===== src/design/lfubc_pkg.sv =====
// ----------------------------------------------------------------------------
// lfubc_pkg: shared types and constants of the LFU block cache policy
// Holds the payload structs, the command and status bundles between the
// controller and the datapath, the state encoding and the mode codes.
// ----------------------------------------------------------------------------
`default_nettype none

package lfubc_pkg;

    // Fixed field widths.
    localparam int MODE_W    = 2;
    localparam int ADDR_W    = 32;
    localparam int BLOCK_W   = 32;
    localparam int SLOT_W    = 4;
    localparam int CFG_W     = 5;
    localparam int CFG_IDX_W = 1;

    // Access modes.
    localparam logic [MODE_W-1:0] MODE_READ  = 2'd0;
    localparam logic [MODE_W-1:0] MODE_WRITE = 2'd1;
    localparam logic [MODE_W-1:0] MODE_SYNC  = 2'd2;
    localparam logic [MODE_W-1:0] MODE_CLOSE = 2'd3;

    // Configuration register indexes and reset values.
    localparam logic [CFG_IDX_W-1:0] CFG_CAPACITY    = 1'd0;
    localparam logic [CFG_IDX_W-1:0] CFG_BLOCK_SHIFT = 1'd1;
    localparam logic [CFG_W-1:0]     CAPACITY_RST    = 5'd16;
    localparam logic [CFG_W-1:0]     BLOCK_SHIFT_RST = 5'd12;

    typedef struct packed {
        logic [MODE_W-1:0] mode;
        logic [ADDR_W-1:0] byte_address;
    } t_in;

    typedef struct packed {
        logic               hit;
        logic [SLOT_W-1:0]  slot;
        logic               fill;
        logic               victim_valid;
        logic [BLOCK_W-1:0] victim_block;
        logic               writeback;
        logic               last;
    } t_out;

    typedef enum logic [1:0] {
        S_IDLE,
        S_SCAN,
        S_UPDATE,
        S_FLUSH
    } t_state;

    // Controller to datapath.
    typedef struct packed {
        logic load;
        logic scan;
        logic flush;
        logic update;
        logic clear_all;
    } t_cmd;

    // Datapath to controller.
    typedef struct packed {
        logic scan_done;
        logic is_close;
    } t_sts;

endpackage : lfubc_pkg

`default_nettype wire


===== src/design/lfubc_ctrl.sv =====
// ----------------------------------------------------------------------------
// lfubc_ctrl: sequencing controller of the LFU block cache policy
// Steps each item through a tag scan and an update, or through a flush scan
// for sync and close, and drives the datapath with commands.
// ----------------------------------------------------------------------------
`default_nettype none

module lfubc_ctrl (
    input  wire logic           i_clk,
    input  wire logic           i_rst_n,
    input  wire logic           start,
    input  wire logic           i_access,
    input  wire lfubc_pkg::t_sts i_sts,
    output lfubc_pkg::t_cmd     o_cmd,
    output logic                busy
);
    import lfubc_pkg::*;

    t_state r_state;
    t_state n_state;

    // State register.
    always_ff @(posedge i_clk) begin
        if (!i_rst_n) begin
            r_state <= S_IDLE;
        end else begin
            r_state <= n_state;
        end
    end

    // Next state.
    always_comb begin
        n_state = r_state;
        case (r_state)
            S_IDLE: begin
                if (start) begin
                    n_state = i_access ? S_SCAN : S_FLUSH;
                end
            end
            S_SCAN: begin
                if (i_sts.scan_done) begin
                    n_state = S_UPDATE;
                end
            end
            S_UPDATE: begin
                n_state = S_IDLE;
            end
            S_FLUSH: begin
                if (i_sts.scan_done) begin
                    n_state = S_IDLE;
                end
            end
            default: begin
                n_state = S_IDLE;
            end
        endcase
    end

    // Commands to the datapath.
    always_comb begin
        o_cmd = '0;
        busy  = 1'b1;
        case (r_state)
            S_IDLE: begin
                busy       = 1'b0;
                o_cmd.load = start;
            end
            S_SCAN: begin
                o_cmd.scan = 1'b1;
            end
            S_UPDATE: begin
                o_cmd.update = 1'b1;
            end
            S_FLUSH: begin
                o_cmd.scan      = 1'b1;
                o_cmd.flush     = 1'b1;
                o_cmd.clear_all = i_sts.scan_done && i_sts.is_close;
            end
            default: begin
                busy = 1'b0;
            end
        endcase
    end

endmodule : lfubc_ctrl

`default_nettype wire


===== src/design/lfubc_dpath.sv =====
// ----------------------------------------------------------------------------
// lfubc_dpath: tag store and scan datapath of the LFU block cache policy
// Holds the block and count memories, valid and dirty bits, the configuration
// registers, the one-entry-per-cycle scan trackers and the result register.
// ----------------------------------------------------------------------------
`default_nettype none

module lfubc_dpath #(
    parameter int MAX_ENTRIES = 16,
    parameter int COUNT_WIDTH = 16
) (
    input  wire logic                            i_clk,
    input  wire logic                            i_rst_n,
    input  wire logic                            i_cfg_we,
    input  wire logic [lfubc_pkg::CFG_IDX_W-1:0] i_cfg_index,
    input  wire logic [lfubc_pkg::CFG_W-1:0]     i_cfg_data,
    input  wire lfubc_pkg::t_in                  i_in,
    input  wire lfubc_pkg::t_cmd                 i_cmd,
    output lfubc_pkg::t_sts                      o_sts,
    output lfubc_pkg::t_out                      o_out,
    output logic                                 o_out_valid
);
    import lfubc_pkg::*;

    localparam int IDX_W = (MAX_ENTRIES > 1) ? $clog2(MAX_ENTRIES) : 1;
    localparam int UW    = $clog2(MAX_ENTRIES + 1);
    localparam int CW    = (UW > CFG_W) ? UW : CFG_W;
    localparam logic [IDX_W-1:0] LAST_IDX = IDX_W'(MAX_ENTRIES - 1);
    localparam logic [CW-1:0]    CAP_MAX  = CW'(MAX_ENTRIES);
    localparam logic [COUNT_WIDTH-1:0] CNT_ONE = COUNT_WIDTH'(1);

    // Configuration registers.
    logic [CFG_W-1:0] r_cap;
    logic [CFG_W-1:0] r_shift;

    // Item registers.
    logic [MODE_W-1:0]  r_mode;
    logic [BLOCK_W-1:0] r_blk;

    // Entry state.
    logic [MAX_ENTRIES-1:0] r_valid;
    logic [MAX_ENTRIES-1:0] r_dirty;
    logic [BLOCK_W-1:0]     mem_blk [MAX_ENTRIES];
    logic [COUNT_WIDTH-1:0] mem_cnt [MAX_ENTRIES];
    logic [BLOCK_W-1:0]     r_rd_blk;
    logic [COUNT_WIDTH-1:0] r_rd_cnt;

    // Scan pipeline.
    logic [IDX_W-1:0] r_addr_idx;
    logic             r_issue_done;
    logic             r_pend;
    logic [IDX_W-1:0] r_pend_idx;

    // Scan trackers.
    logic                   r_match;
    logic [IDX_W-1:0]       r_match_idx;
    logic [COUNT_WIDTH-1:0] r_match_cnt;
    logic [UW-1:0]          r_used;
    logic                   r_cand;
    logic [IDX_W-1:0]       r_min_idx;
    logic [COUNT_WIDTH-1:0] r_min_cnt;
    logic [BLOCK_W-1:0]     r_min_blk;
    logic                   r_free_found;
    logic [IDX_W-1:0]       r_free_idx;

    // Result register.
    t_out r_out;
    logic r_out_valid;
    t_out n_out;
    logic n_out_valid;

    logic                   eval_valid;
    logic                   flush_hit;
    logic                   hi_dirty;
    logic [CW-1:0]          cap_eff;
    logic                   evict;
    logic [IDX_W-1:0]       free_idx;
    logic [COUNT_WIDTH-1:0] cnt_inc;
    logic                   is_write;
    logic                   blk_we;
    logic [IDX_W-1:0]       cnt_waddr;
    logic [COUNT_WIDTH-1:0] cnt_wdata;

    // Configuration writes.
    always_ff @(posedge i_clk) begin
        if (!i_rst_n) begin
            r_cap   <= CAPACITY_RST;
            r_shift <= BLOCK_SHIFT_RST;
        end else if (i_cfg_we) begin
            case (i_cfg_index)
                CFG_CAPACITY:    r_cap   <= i_cfg_data;
                CFG_BLOCK_SHIFT: r_shift <= i_cfg_data;
                default: begin
                end
            endcase
        end
    end

    // Item capture; the block number is formed once at the transfer.
    always_ff @(posedge i_clk) begin
        if (i_cmd.load) begin
            r_mode <= i_in.mode;
            r_blk  <= i_in.byte_address >> r_shift;
        end
    end

    // Scan address issue and read-data tracking.
    always_ff @(posedge i_clk) begin
        if (!i_rst_n) begin
            r_addr_idx   <= '0;
            r_issue_done <= 1'b0;
            r_pend       <= 1'b0;
        end else if (i_cmd.load) begin
            r_addr_idx   <= '0;
            r_issue_done <= 1'b0;
            r_pend       <= 1'b0;
        end else begin
            r_pend <= i_cmd.scan && !r_issue_done;
            if (i_cmd.scan && !r_issue_done) begin
                r_pend_idx <= r_addr_idx;
                if (r_addr_idx == LAST_IDX) begin
                    r_issue_done <= 1'b1;
                end else begin
                    r_addr_idx <= r_addr_idx + 1'b1;
                end
            end
        end
    end

    // Block and count memories with registered reads at the scan address.
    always_ff @(posedge i_clk) begin
        if (blk_we) begin
            mem_blk[free_idx] <= r_blk;
        end
        r_rd_blk <= mem_blk[r_addr_idx];
    end

    always_ff @(posedge i_clk) begin
        if (i_cmd.update) begin
            mem_cnt[cnt_waddr] <= cnt_wdata;
        end
        r_rd_cnt <= mem_cnt[r_addr_idx];
    end

    assign eval_valid = r_pend && r_valid[r_pend_idx];
    assign flush_hit  = i_cmd.flush && eval_valid && r_dirty[r_pend_idx];

    // Any dirty entry above the one being examined decides the last flag.
    always_comb begin
        hi_dirty = 1'b0;
        for (int j = 0; j < MAX_ENTRIES; j++) begin
            if (r_valid[j] && r_dirty[j] && (IDX_W'(j) > r_pend_idx)) begin
                hi_dirty = 1'b1;
            end
        end
    end

    // Trackers: match, occupancy, least-count victim and first free entry.
    always_ff @(posedge i_clk) begin
        if (!i_rst_n) begin
            r_match      <= 1'b0;
            r_used       <= '0;
            r_cand       <= 1'b0;
            r_free_found <= 1'b0;
        end else if (i_cmd.load) begin
            r_match      <= 1'b0;
            r_used       <= '0;
            r_cand       <= 1'b0;
            r_free_found <= 1'b0;
        end else if (r_pend) begin
            if (eval_valid) begin
                r_used <= r_used + 1'b1;
                if (!r_match && (r_rd_blk == r_blk)) begin
                    r_match     <= 1'b1;
                    r_match_idx <= r_pend_idx;
                    r_match_cnt <= r_rd_cnt;
                end
                if (!r_cand || (r_rd_cnt < r_min_cnt) ||
                    ((r_rd_cnt == r_min_cnt) && (r_rd_blk < r_min_blk))) begin
                    r_cand    <= 1'b1;
                    r_min_idx <= r_pend_idx;
                    r_min_cnt <= r_rd_cnt;
                    r_min_blk <= r_rd_blk;
                end
            end else if (!r_free_found) begin
                r_free_found <= 1'b1;
                r_free_idx   <= r_pend_idx;
            end
        end
    end

    // Update decision: capacity clamp, eviction and free-entry choice.
    always_comb begin
        cap_eff = CW'(r_cap);
        if (cap_eff == '0) begin
            cap_eff = CW'(1);
        end else if (cap_eff > CAP_MAX) begin
            cap_eff = CAP_MAX;
        end
        evict = r_cand && (CW'(r_used) >= cap_eff);
        if (evict) begin
            free_idx = (r_free_found && (r_free_idx < r_min_idx)) ? r_free_idx : r_min_idx;
        end else begin
            free_idx = r_free_idx;
        end
        cnt_inc   = (r_match_cnt == '1) ? r_match_cnt : r_match_cnt + 1'b1;
        is_write  = (r_mode == MODE_WRITE);
        blk_we    = i_cmd.update && !r_match;
        cnt_waddr = r_match ? r_match_idx : free_idx;
        cnt_wdata = r_match ? cnt_inc : CNT_ONE;
    end

    // Valid and dirty bits.
    always_ff @(posedge i_clk) begin
        if (!i_rst_n) begin
            r_valid <= '0;
            r_dirty <= '0;
        end else begin
            if (i_cmd.update) begin
                if (r_match) begin
                    if (is_write) begin
                        r_dirty[r_match_idx] <= 1'b1;
                    end
                end else begin
                    if (evict) begin
                        r_valid[r_min_idx] <= 1'b0;
                        r_dirty[r_min_idx] <= 1'b0;
                    end
                    r_valid[free_idx] <= 1'b1;
                    r_dirty[free_idx] <= is_write;
                end
            end
            if (flush_hit) begin
                r_dirty[r_pend_idx] <= 1'b0;
            end
            if (i_cmd.clear_all) begin
                r_valid <= '0;
                r_dirty <= '0;
            end
        end
    end

    // Result formation.
    always_comb begin
        n_out       = r_out;
        n_out_valid = 1'b0;
        if (i_cmd.update) begin
            n_out_valid = 1'b1;
            n_out.last  = 1'b1;
            if (r_match) begin
                n_out.hit          = 1'b1;
                n_out.slot         = SLOT_W'(r_match_idx);
                n_out.fill         = 1'b0;
                n_out.victim_valid = 1'b0;
                n_out.victim_block = '0;
                n_out.writeback    = 1'b0;
            end else begin
                n_out.hit          = 1'b0;
                n_out.slot         = SLOT_W'(free_idx);
                n_out.fill         = 1'b1;
                n_out.victim_valid = evict;
                n_out.victim_block = evict ? r_min_blk : '0;
                n_out.writeback    = evict && r_dirty[r_min_idx];
            end
        end else if (flush_hit) begin
            n_out_valid        = 1'b1;
            n_out.hit          = 1'b0;
            n_out.slot         = SLOT_W'(r_pend_idx);
            n_out.fill         = 1'b0;
            n_out.victim_valid = 1'b0;
            n_out.victim_block = r_rd_blk;
            n_out.writeback    = 1'b1;
            n_out.last         = !hi_dirty;
        end
    end

    always_ff @(posedge i_clk) begin
        r_out <= n_out;
    end

    always_ff @(posedge i_clk) begin
        if (!i_rst_n) begin
            r_out_valid <= 1'b0;
        end else begin
            r_out_valid <= n_out_valid;
        end
    end

    assign o_out          = r_out;
    assign o_out_valid    = r_out_valid;
    assign o_sts.scan_done = r_pend && (r_pend_idx == LAST_IDX);
    assign o_sts.is_close  = (r_mode == MODE_CLOSE);

endmodule : lfubc_dpath

`default_nettype wire


===== src/design/lfu_block_cache_policy.sv =====
// ----------------------------------------------------------------------------
// lfu_block_cache_policy: fully associative block cache tag store, LFU policy
// Looks up a block number in all entries, bumps saturating use counts, fills
// misses, evicts the least-count entry at capacity and flushes dirty entries.
//
//   channel  | ports                                       | transfer when
//   ---------+---------------------------------------------+-------------------
//   command  | start, busy, i_in (mode, byte_address)      | start && !busy
//   result   | o_out_valid, o_out (hit ... last)           | o_out_valid
//   config   | i_cfg_we, i_cfg_index, i_cfg_data           | i_cfg_we
//
// During a read or write the scan reads one entry per cycle from the block and
// count memories, which have a single registered read port, then the update
// state writes the entry. Sync and close give one result per dirty entry while
// the same scan passes over it.
// Synchronous active-low reset clears all entries and restores the registers.
// Results are strobed for one cycle; the receiver cannot stall them.
// ----------------------------------------------------------------------------
`default_nettype none

module lfu_block_cache_policy #(
    parameter int MAX_ENTRIES = 16,
    parameter int COUNT_WIDTH = 16
) (
    input  wire logic                            i_clk,
    input  wire logic                            i_rst_n,
    input  wire logic                            start,
    output logic                                 busy,
    input  wire lfubc_pkg::t_in                  i_in,
    output lfubc_pkg::t_out                      o_out,
    output logic                                 o_out_valid,
    input  wire logic                            i_cfg_we,
    input  wire logic [lfubc_pkg::CFG_IDX_W-1:0] i_cfg_index,
    input  wire logic [lfubc_pkg::CFG_W-1:0]     i_cfg_data
);
    import lfubc_pkg::*;

    t_cmd cmd;
    t_sts sts;
    logic access;

    assign access = (i_in.mode == MODE_READ) || (i_in.mode == MODE_WRITE);

    lfubc_ctrl u_ctrl (
        .i_clk    (i_clk),
        .i_rst_n  (i_rst_n),
        .start    (start),
        .i_access (access),
        .i_sts    (sts),
        .o_cmd    (cmd),
        .busy     (busy)
    );

    lfubc_dpath #(
        .MAX_ENTRIES (MAX_ENTRIES),
        .COUNT_WIDTH (COUNT_WIDTH)
    ) u_dpath (
        .i_clk       (i_clk),
        .i_rst_n     (i_rst_n),
        .i_cfg_we    (i_cfg_we),
        .i_cfg_index (i_cfg_index),
        .i_cfg_data  (i_cfg_data),
        .i_in        (i_in),
        .i_cmd       (cmd),
        .o_sts       (sts),
        .o_out       (o_out),
        .o_out_valid (o_out_valid)
    );

    // An accepted command makes the block busy in the next cycle.
    a_accept_busy: assert property (@(posedge i_clk) disable iff (!i_rst_n)
        (start && !busy) |=> busy)
        else $error("block idle right after a command transfer");

    // A flush result that is not the last one is followed by more scanning.
    a_not_last_busy: assert property (@(posedge i_clk) disable iff (!i_rst_n)
        (o_out_valid && !o_out.last) |-> busy)
        else $error("non-final result while block is idle");

    // A hit never fills, evicts or writes back, and ends its item.
    a_hit_clean: assert property (@(posedge i_clk) disable iff (!i_rst_n)
        (o_out_valid && o_out.hit) |->
            (!o_out.fill && !o_out.victim_valid && !o_out.writeback && o_out.last))
        else $error("hit result carries fill or eviction");

    // A write-back without a fill comes only from a flush, never a hit.
    a_flush_shape: assert property (@(posedge i_clk) disable iff (!i_rst_n)
        (o_out_valid && !o_out.fill && !o_out.hit) |->
            (o_out.writeback && !o_out.victim_valid))
        else $error("malformed flush result");

endmodule : lfu_block_cache_policy

`default_nettype wire


===== config.mk =====
export PLATFORM = sky130hd
export DESIGN_NAME = lfu_block_cache_policy
export DESIGN_NICKNAME = d
export VERILOG_FILES = /design/src/design/lfubc_pkg.sv /design/src/design/lfubc_ctrl.sv /design/src/design/lfubc_dpath.sv /design/src/design/lfu_block_cache_policy.sv
export SDC_FILE = /design/constraint.sdc
export NUM_CORES = 1
export LEC_CHECK = 0
export BUFFER_PORTS_ARGS = -buffer_cell sky130_fd_sc_hd__buf_2
export CELL_PAD_IN_SITES_DETAIL_PLACEMENT = 1
export CELL_PAD_IN_SITES_GLOBAL_PLACEMENT = 1
export CORE_UTILIZATION = 61
export CTS_BUF_LIST = sky130_fd_sc_hd__clkbuf_4
export CTS_CLUSTER_DIAMETER = 50
export DETAILED_ROUTE_END_ITERATION = 12
export HOLD_SLACK_MARGIN = 0.12
export PLACE_DENSITY_LB_ADDON = 0.1
export SKIP_CTS_REPAIR_TIMING = 1
export SLEW_MARGIN = 25
export SYNTH_ARGS = -nofsm -noshare
export SYNTH_HDL_FRONTEND = slang
export SYNTH_SLANG_ARGS = --single-unit

===== constraint.sdc =====
create_clock -name i_clk -period 9.6 [get_ports i_clk]
set_input_delay 0.48 -clock i_clk [delete_from_list [all_inputs] [get_ports i_clk]]
set_output_delay 0.48 -clock i_clk [all_outputs]
set_load 0.02 [all_outputs]

==> flow_summary.ini, run 1 <==
[run_status]
status = completed

[detailed_routing]
viasPerCell = 7.04
drt_iter0_markers = 3959
ant_nets = 0
firstDrtPassIters = 5
drc = 0
vias = 27000
wirelength_mm = 140
post_drt_wl_per_cell_um = 36.5

[synthesis]
synthMostInstantiatedCell = edfxtp_1
ys_seq_elements = 1030
synth.largest_area_cell = edfxtp_1
synth_fa_ha_area_frac = 0.0170
synth.avg_cell_area_um2 = 17.7
netlist_top_cells_count = edfxtp_1 (922), mux4_2 (277), nand2_1 (135), dfxtp_1 (108), o21ai_0 (100)
synth_compound_area_frac = 0.0448
synth_xor_area_frac = 0.00966
async_reset_ff_frac = 0
synth-simple-area-share = 0.0489
netlist_area_um2 = 42600
synth_top_flop_cell = edfxtp_1
postSynthNetCount = 2509
synth_top_family_by_area = multiplexers
synth-edff-count = 922
yosysWarningCount = 0
ys_types = 67
synth_top_area_frac = 0.650
synthMuxAreaShare = 0.160
syn_inst = 2407
yosys-top-cells-area = edfxtp_1 (65%), mux4_2 (15%), dfxtp_1 (5.1%)
ys_seq_area_frac = 0.700

[timing]
fin_skew_ns = 0.135
worst_pin_slew_ns = 1.15
hold_viol = 0
final.min_clock_period_ns = 4.88
tns_ns = 0
grt_setup_unrepaired = false
slew_headroom = 0.231
max_freq_ghz = 0.205
min_period_over_period = 0.508
slew_viol_final = 0
setup_violations = 0

[critical_path]
worstSetupStartpointType = flop
crit_type = reg -> reg
critPathMaxFanout = 32
critPathCaptureType = flop
required_ns = 10.10
cp_top_family = compound AO/OA/AOI/OAI gates
slowest_delay_ns = 0.92
arrival_ns = 5.38
critPathBufInv = 1
rrSetupSlack_ns = 4.72
cp_cell_sequence = nor3_1, nor2_1, nor2_1, ha_1, nor2b_1, o21ai_0, a21o_1, a21oi_1, o21ai_0, clkinv_2
crit_slowest_cell = clkinv_2

[floorplan]
fp.coreArea_um2 = 68800
dieArea_um2 = 70900
initial_core_util = 0.619
num_rows = 96
die_w_um = 266
floorplan.die.height_um = 266
io_pins = 87

[place]
postPlaceCellArea_um2 = 44300
gp_congestion = 0.936
dp_hpwl_mm = 73.0
place_inst = 3341
numPortBuffers = 86

[layout]
syn_to_final_growth_pct = 12.7
final_cells = 3836
final_cell_area_um2 = 48000
drive_gt1_frac = 0.317
nNetsFinal = 2816

[global_routing]
antenna_found_initial = 11
overflow = 0
grt_pass1_wl_mm = 187
grt_use_total = 0.371
grt_pass1_vias = 27600
grt_max_degree = 99

[clock_network]
clkSinkCount = 1030
cts_tree = built
cts.clk_slew.worst_paths_ns = 0.07
insertion_delay_ns = 1.16
cts_buffers = 277
ctsRootBufferMaster = clkbuf_4
cts.htree.levels = 5
clk_path_buf_depth = 4

[pwr]
fin_total_pwr_mw = 9.83
leakage_nw = 16.0
peakVddDrop_v = 0.000165
pwr_density_cell_nw_per_um2 = 205

[job]
drv_cap = 0

[min_path]
hp-class = in -> reg
==> per-layer routing <==
layer,GRT usage,part of all wire,up-vias
li1,-,-,10500
met1,0.504,0.36,13900
met2,0.597,0.49,2261
met3,0.0726,0.11,404
met4,0.150,0.045,2
met5,0,0.000093,-
==> flip-flops by register name, summed over array words and instances (netlist names), 4 cells and up <==
name / cells
u_dpath.mem_blk: 512
u_dpath.mem_cnt: 256
u_dpath.o_out: 41
u_dpath.r_addr_idx: 4
u_dpath.r_blk: 32
u_dpath.r_cap: 5
u_dpath.r_dirty: 16
u_dpath.r_free_idx: 4
u_dpath.r_match_cnt: 16
u_dpath.r_match_idx: 4
u_dpath.r_min_blk: 32
u_dpath.r_min_cnt: 16
u_dpath.r_min_idx: 4
u_dpath.r_pend_idx: 4
u_dpath.r_rd_blk: 32
u_dpath.r_rd_cnt: 16
u_dpath.r_shift: 5
u_dpath.r_used: 5
u_dpath.r_valid: 16
==> cells by family (layout without fill, tap and decap cells) <==
family,count (synthesis),after routing
flip-flops,1030,1030
other,0,3
adder cells (fa/ha/maj),58,58
AND/OR/NAND/NOR,429,429
buffers and inverters,212,707
multiplexers,332,332
XOR/XNOR,47,47
AO/OA/AOI/OAI,299,299
==> final timing paths <==
check	startpoint	to	cells past startpoint
worst max register to register	u_dpath.r_cap[1]	u_dpath.mem_blk[14][27]	10
worst min-delay path	i_in[27]	u_dpath.r_blk[25]	4
worst max-delay path	u_dpath.r_cap[1]	u_dpath.mem_blk[14][27]	10
worst min register to register	u_dpath.r_rd_cnt[4]	u_dpath.r_match_cnt[4]	0
==> report_power, final <==
group / leakage, nW / switching (mW) / total [mW] / internal, mW
clock network: 2.08 / 2.11 / 4.22 / 2.11
logic: 4.59 / 0.301 / 0.517 / 0.216
registers: 9.31 / 0.138 / 5.09 / 4.95
total: 16.0 / 2.55 / 9.83 / 7.28
==> area by class of cell <==
| class | count | area (µm²) |
|---|---|---|
| flip-flops and latches | 1030 | 29900 |
| fillers | 5837 | 20800 |
| multi-input cells | 1165 | 12200 |
| clock buffers | 416 | 3120 |
| well taps | 931 | 1160 |
| repair buffers | 158 | 1050 |
| clock inverters | 51 | 339 |
| inverters | 82 | 314 |
| diodes | 3 | 7.51 |
==> layout by cell type (no fill, tap or decap), types with 15 or more instances in the layout <==
| master | netlist | routed |
|---|---|---|
| a211oi_1 | 17 | 17 |
| a21oi_1 | 64 | 63 |
| buf_2 | 9 | 86 |
| buf_4 | 0 | 45 |
| clkbuf_4 | 0 | 416 |
| clkinv_1 | 1 | 36 |
| dfxtp_1 | 108 | 102 |
| dlygate4sd3_1 | 0 | 25 |
| edfxtp_1 | 922 | 922 |
| ha_1 | 58 | 58 |
| inv_1 | 81 | 67 |
| mux2_2 | 17 | 17 |
| mux2i_1 | 38 | 38 |
| mux4_2 | 277 | 277 |
| nand2_1 | 135 | 133 |
| nand3_1 | 35 | 35 |
| nand4_1 | 24 | 24 |
| nor2_1 | 92 | 82 |
| nor2b_1 | 15 | 15 |
| nor3_1 | 32 | 32 |
| o21a_1 | 16 | 16 |
| o21ai_0 | 100 | 98 |
| xnor2_1 | 19 | 19 |
| xor2_1 | 28 | 28 |
==> per-stage QoR <==
step	worst slack, ns	hold slack [ns]	utilization
after detailed placement	5.11	0.474	0.643
after floorplan	4.25	0.406	-
after global routing	4.57	0.161	0.698
after global placement	5.29	0.454	0.643
final	4.72	0.157	0.698
after CTS	4.93	-0.471	0.693
==> tightest hold or removal path: cells and delay by family <==
| family | cells | cell delay [ns] |
|---|---|---|
| mux | 2 | 0.42 |
| simple gates | 1 | 0.13 |
| buf+inv | 1 | 0.10 |
No activity file was read; power rests on OpenSTA's default activity.
==> run 2: changes to the inputs <==
CORE_UTILIZATION = 51   (was 61)
clock period = 4.03 ns   (was 9.6 ns; I/O delays follow)
==> flow_summary.ini, run 2 (synthesis gave the netlist of run 1 again) <==
[min_path]
min_from = i_in[8]
hp-class = in -> reg

[detailed_routing]
post_drt_wl_per_cell_um = 28.5
ant_nets = 0
drt_iter0_markers = 2166
firstDrtPassIters = 5
drc = 0
vias = 25200
wirelength_mm = 117
viasPerCell = 6.14

[floorplan]
die_w_um = 291
floorplan.die.height_um = 291
fp.coreArea_um2 = 82400
initial_core_util = 0.517
io_pins = 87
num_rows = 105
dieArea_um2 = 84700

[timing]
final.min_clock_period_ns = 3.87
whs_ns = 0.219
hold_viol = 0
worst_pin_slew_ns = 0.995
min_period_over_period = 0.962
setup_violations = 0
fin_skew_ns = 0.0939
max_freq_ghz = 0.258
slew_headroom = 0.337
slew_viol_final = 0
worst_slack_ns = 0.155

[critical_path]
cp_cell_sequence = mux4_2, dlygate4sd3_1, mux2_2, dlygate4sd3_1, nor2_1, o32ai_1, dlygate4sd3_1
crit_slowest_cell = dfxtp_2
crit_top_cell = dlygate4sd3_1
crit_type = reg -> reg
required_ns = 4.88
critPathCaptureType = flop
cp-startpoint = u_dpath.r_shift[0]
arrival_ns = 4.73
critPathMaxFanout = 28
rr_startpoint = u_dpath.r_shift[0]
worstSetupStartpointType = flop
slowest_delay_ns = 0.81

[clock_network]
cts.htree.levels = 5
clk_path_buf_depth = 4
cts_tree = built
insertion_delay_ns = 1.16
cts.clk_slew.worst_paths_ns = 0.07
clkSinkCount = 1030
ctsRootBufferMaster = clkbuf_4
cts_buffers = 281

[layout]
regMostFlops = u_dpath.mem_blk
nNetsFinal = 2952
layout_commonest_cell = edfxtp_1
drive_gt1_frac = 0.321
final_cells = 4113
final_cell_mix = edfxtp_1 (922), clkbuf_4 (398), mux4_2 (277), nand2_1 (134), buf_4 (104)
largest_reg_flops = 512
syn_to_final_growth_pct = 16.1

[place]
numPortBuffers = 86
post-place-ws_ns = 0.153
place_inst = 3559
gp_congestion = 0.963
dp_hpwl_mm = 76.1

[global_routing]
grt_use_total = 0.280
grt_pass1_vias = 26100
grt_max_degree = 48
antenna_found_initial = 6
grt_pass1_wl_mm = 172
overflow = 0

[pwr]
fin_total_pwr_mw = 22.4
leakage_nw = 16.6
pwr_density_cell_nw_per_um2 = 453
peakVddDrop_v = 0.000379

[job]
drv_cap = 0

[run_status]
status = completed
[run 2: path summary, 6_finish.rpt]
check	to	slack, ns	depth (start not counted)
setup reg to reg	u_dpath.r_blk[14]	0.16	7
setup / recovery	u_dpath.r_blk[14]	0.16	7
hold reg to reg	u_dpath.r_min_cnt[15]	0.46	0
hold / removal	u_dpath.r_blk[8]	0.22	5
[run 2: final cells by class]
cell class / instances / area (µm²)
repair buffers: 290 / 2430
diodes: 4 / 10.0
clock inverters: 74 / 394
fillers: 7426 / 32900
multi-input cells: 1165 / 12100
flip-flops and latches: 1030 / 29900
well taps: 1070 / 1340
inverters: 82 / 310
clock buffers: 398 / 2990
[run 2: critical path: cells and delay by family, from the launching register on]
kind | cells | cell delay, ns
AO/OA/AOI/OAI | 1 | 0.09
buffers and inverters | 3 | 1.75
flip-flops | 1 | 0.81
multiplexers | 2 | 0.86
AND/OR/NAND/NOR | 1 | 0.12
[run 2: power breakdown]
part / internal [mW] / switching [mW] / total, mW
clock: 4.79 / 4.22 / 9.01
combinational: 0.614 / 0.739 / 1.35
sequential: 11.8 / 0.238 / 12.0
total: 17.2 / 5.20 / 22.4
[run 2: stage by stage]
stage | cell area [µm²] | TNS, ns | utilization
finish | 49500 | 0 | 0.601
global route | 49500 | -0.00149 | 0.601
CTS | 48700 | 0 | 0.591
detailed placement | 45300 | 0 | 0.550
global placement | 45300 | 0 | 0.550
floorplan | 42600 | -68.60 | -
[run 2: layer usage]
layer,GRT usage,vias up,share of wire
met5,0,-,0
met4,0.0874,0,0.023
met3,0.0593,184,0.079
met2,0.433,1100,0.47
met1,0.403,13200,0.42
li1,-,10800,-
==> run 3: changes to the inputs <==
CORE_UTILIZATION = 45   (was 51)
==> flow_summary.ini, run 3 (synthesis gave the netlist of run 1 again) <==
[run_status]
status = completed

[detailed_routing]
firstDrtPassIters = 5
viasPerCell = 5.81
vias = 25200
drt_iter0_markers = 2155
ant_nets = 0
drc = 0
post_drt_wl_per_cell_um = 27.3
wirelength_mm = 118

[clock_network]
insertion_delay_ns = 1.18
ctsRootBufferMaster = clkbuf_4
cts_tree = built
cts_buffers = 294
cts.clk_slew.worst_paths_ns = 0.07
clk_path_buf_depth = 4
cts.htree.levels = 5
clkSinkCount = 1030

[critical_path]
arrival_ns = 4.62
rr_startpoint = u_dpath.r_free_idx[1]
crit_type = reg -> reg
rrSetupSlack_ns = 0.19
reg2reg_depth = 8
critPathMaxFanout = 22
required_ns = 4.81
critPathCaptureType = flop
worstSetupStartpointType = flop
r2r-end = u_dpath.mem_blk[9][1]

[min_path]
hp-class = in -> reg
hold-path-endpoint = u_dpath.r_shift[1]
worstHoldPathCells = 5
min_from = i_cfg_we

[timing]
slew_viol_final = 0
max_freq_ghz = 0.261
slew_headroom = 0.279
grt_setup_unrepaired = false
setup_violations = 0
hold_viol = 0
worst_pin_slew_ns = 1.08
final.min_clock_period_ns = 3.84
min_period_over_period = 0.952
whs_ns = 0.110
fin_skew_ns = 0.101

[layout]
final_cell_area_um2 = 50000
final_cell_mix = edfxtp_1 (922), clkbuf_4 (428), mux4_2 (277), nand2_1 (134), buf_4 (110)
fillCellCount = 8835
nNetsFinal = 2976
layout_commonest_cell = edfxtp_1
syn_to_final_growth_pct = 17.3
drive_gt1_frac = 0.327
regMostFlops = u_dpath.mem_blk
final_core_util = 0.534
largest_reg_flops = 512

[job]
drv_cap = 0

[floorplan]
fp.coreArea_um2 = 93600
io_pins = 87
die_w_um = 310
num_rows = 112
dieArea_um2 = 95900
floorplan.die.height_um = 310
initial_core_util = 0.455

[global_routing]
antenna_found_initial = 9
overflow = 0
grt_pass1_wl_mm = 173
grt_max_degree = 55
grt_pass1_vias = 26200
grt_use_total = 0.251

[pwr]
comb_power_share = 0.058
pwr_density_cell_nw_per_um2 = 457
pwr-share-seq = 0.528
p_sw_mw = 5.26
swShare = 0.230
power_frac_clock = 0.413
leakage_nw = 16.8
fin_total_pwr_mw = 22.8
internal-power_mw = 17.6
peakVddDrop_v = 0.000318

[place]
dp_hpwl_mm = 76.3
numPortBuffers = 86
postPlaceCellArea_um2 = 45500
gp_congestion = 0.893
-- run 3: cell types whose count changed in the layout (fill, tap and decap cells not counted), moves of 2 or more --
cell and change:
clkbuf_4 +30, dlygate4sd3_1 +9, buf_4 +6, buf_12 -4, clkinv_1 -4, diode_2 +3
clkinv_2 -2, inv_2 -2
-- run 3: metrics by stage --
stage | setup TNS, ns | std cells | setup slack, ns
after CTS | 0 | 4239 | 0.144
after global routing | 0 | 4327 | 0.0429
after detailed placement | 0 | 3745 | 0.200
final | 0 | 4333 | 0.192
after global placement | 0 | 3745 | 0.206
after floorplan | -68.60 | 2407 | -0.355
-- run 3: how the worst max path moves through the flow --
stage,startpoint,to
2_1_floorplan,u_dpath.r_free_idx[2],u_dpath.mem_cnt[12][0]
3_3_place_gp,u_dpath.r_cap[1],u_dpath.mem_blk[3][8]
3_5_place_dp,u_dpath.r_cap[1],u_dpath.mem_cnt[9][9]
4_1_cts,u_dpath.r_cap[1],u_dpath.mem_cnt[9][9]
5_1_grt,u_dpath.r_free_idx[1],u_dpath.mem_blk[9][1]
6_report,u_dpath.r_free_idx[1],u_dpath.mem_blk[9][1]
-- run 3: per-layer routing --
metal / global-route usage / up-vias / part of all wire
met5: 0 / - / 0
met4: 0.0899 / 0 / 0.026
met3: 0.0502 / 200 / 0.063
met2: 0.369 / 929 / 0.45
met1: 0.372 / 13200 / 0.46
li1: - / 10800 / -
-- run 3: area by class of cell --
| class | instances | area [µm²] | area share |
|---|---|---|---|
| Sequential cell | 1030 | 29900 | 0.598 |
| Multi-Input combinational cell | 1165 | 12100 | 0.243 |
| Clock buffer | 428 | 3210 | 0.0643 |
| Timing Repair Buffer | 301 | 2490 | 0.0498 |
| Tap cell | 1254 | 1570 | 0.0314 |
| Clock inverter | 66 | 388 | 0.00776 |
| Inverter | 82 | 308 | 0.00616 |
| Antenna cell | 7 | 17.5 | 0.000350 |
-- run 3: power by group through the flow --
stage | clock, mW | sequential, mW | combinational [mW]
6_report | 9.44 | 12.1 | 1.33
5_1_grt | 10.2 | 12.1 | 1.43
4_1_cts | 9.74 | 12.1 | 1.25
3_5_place_dp | 0 | 12.3 | 1.25
3_3_place_gp | 0 | 12.3 | 1.22
2_1_floorplan | 0 | 12.2 | 0.762
-- run 3: critical path, cell delays in order, from the launching register on --
cell and delay [ns]:
edfxtp_1 0.54, ha_1 0.26, or4b_1 0.52, a21oi_1 0.22, nor2_1 0.23, a2111oi_0 0.78
o21ai_0 0.30, inv_2 0.34, buf_12 0.26
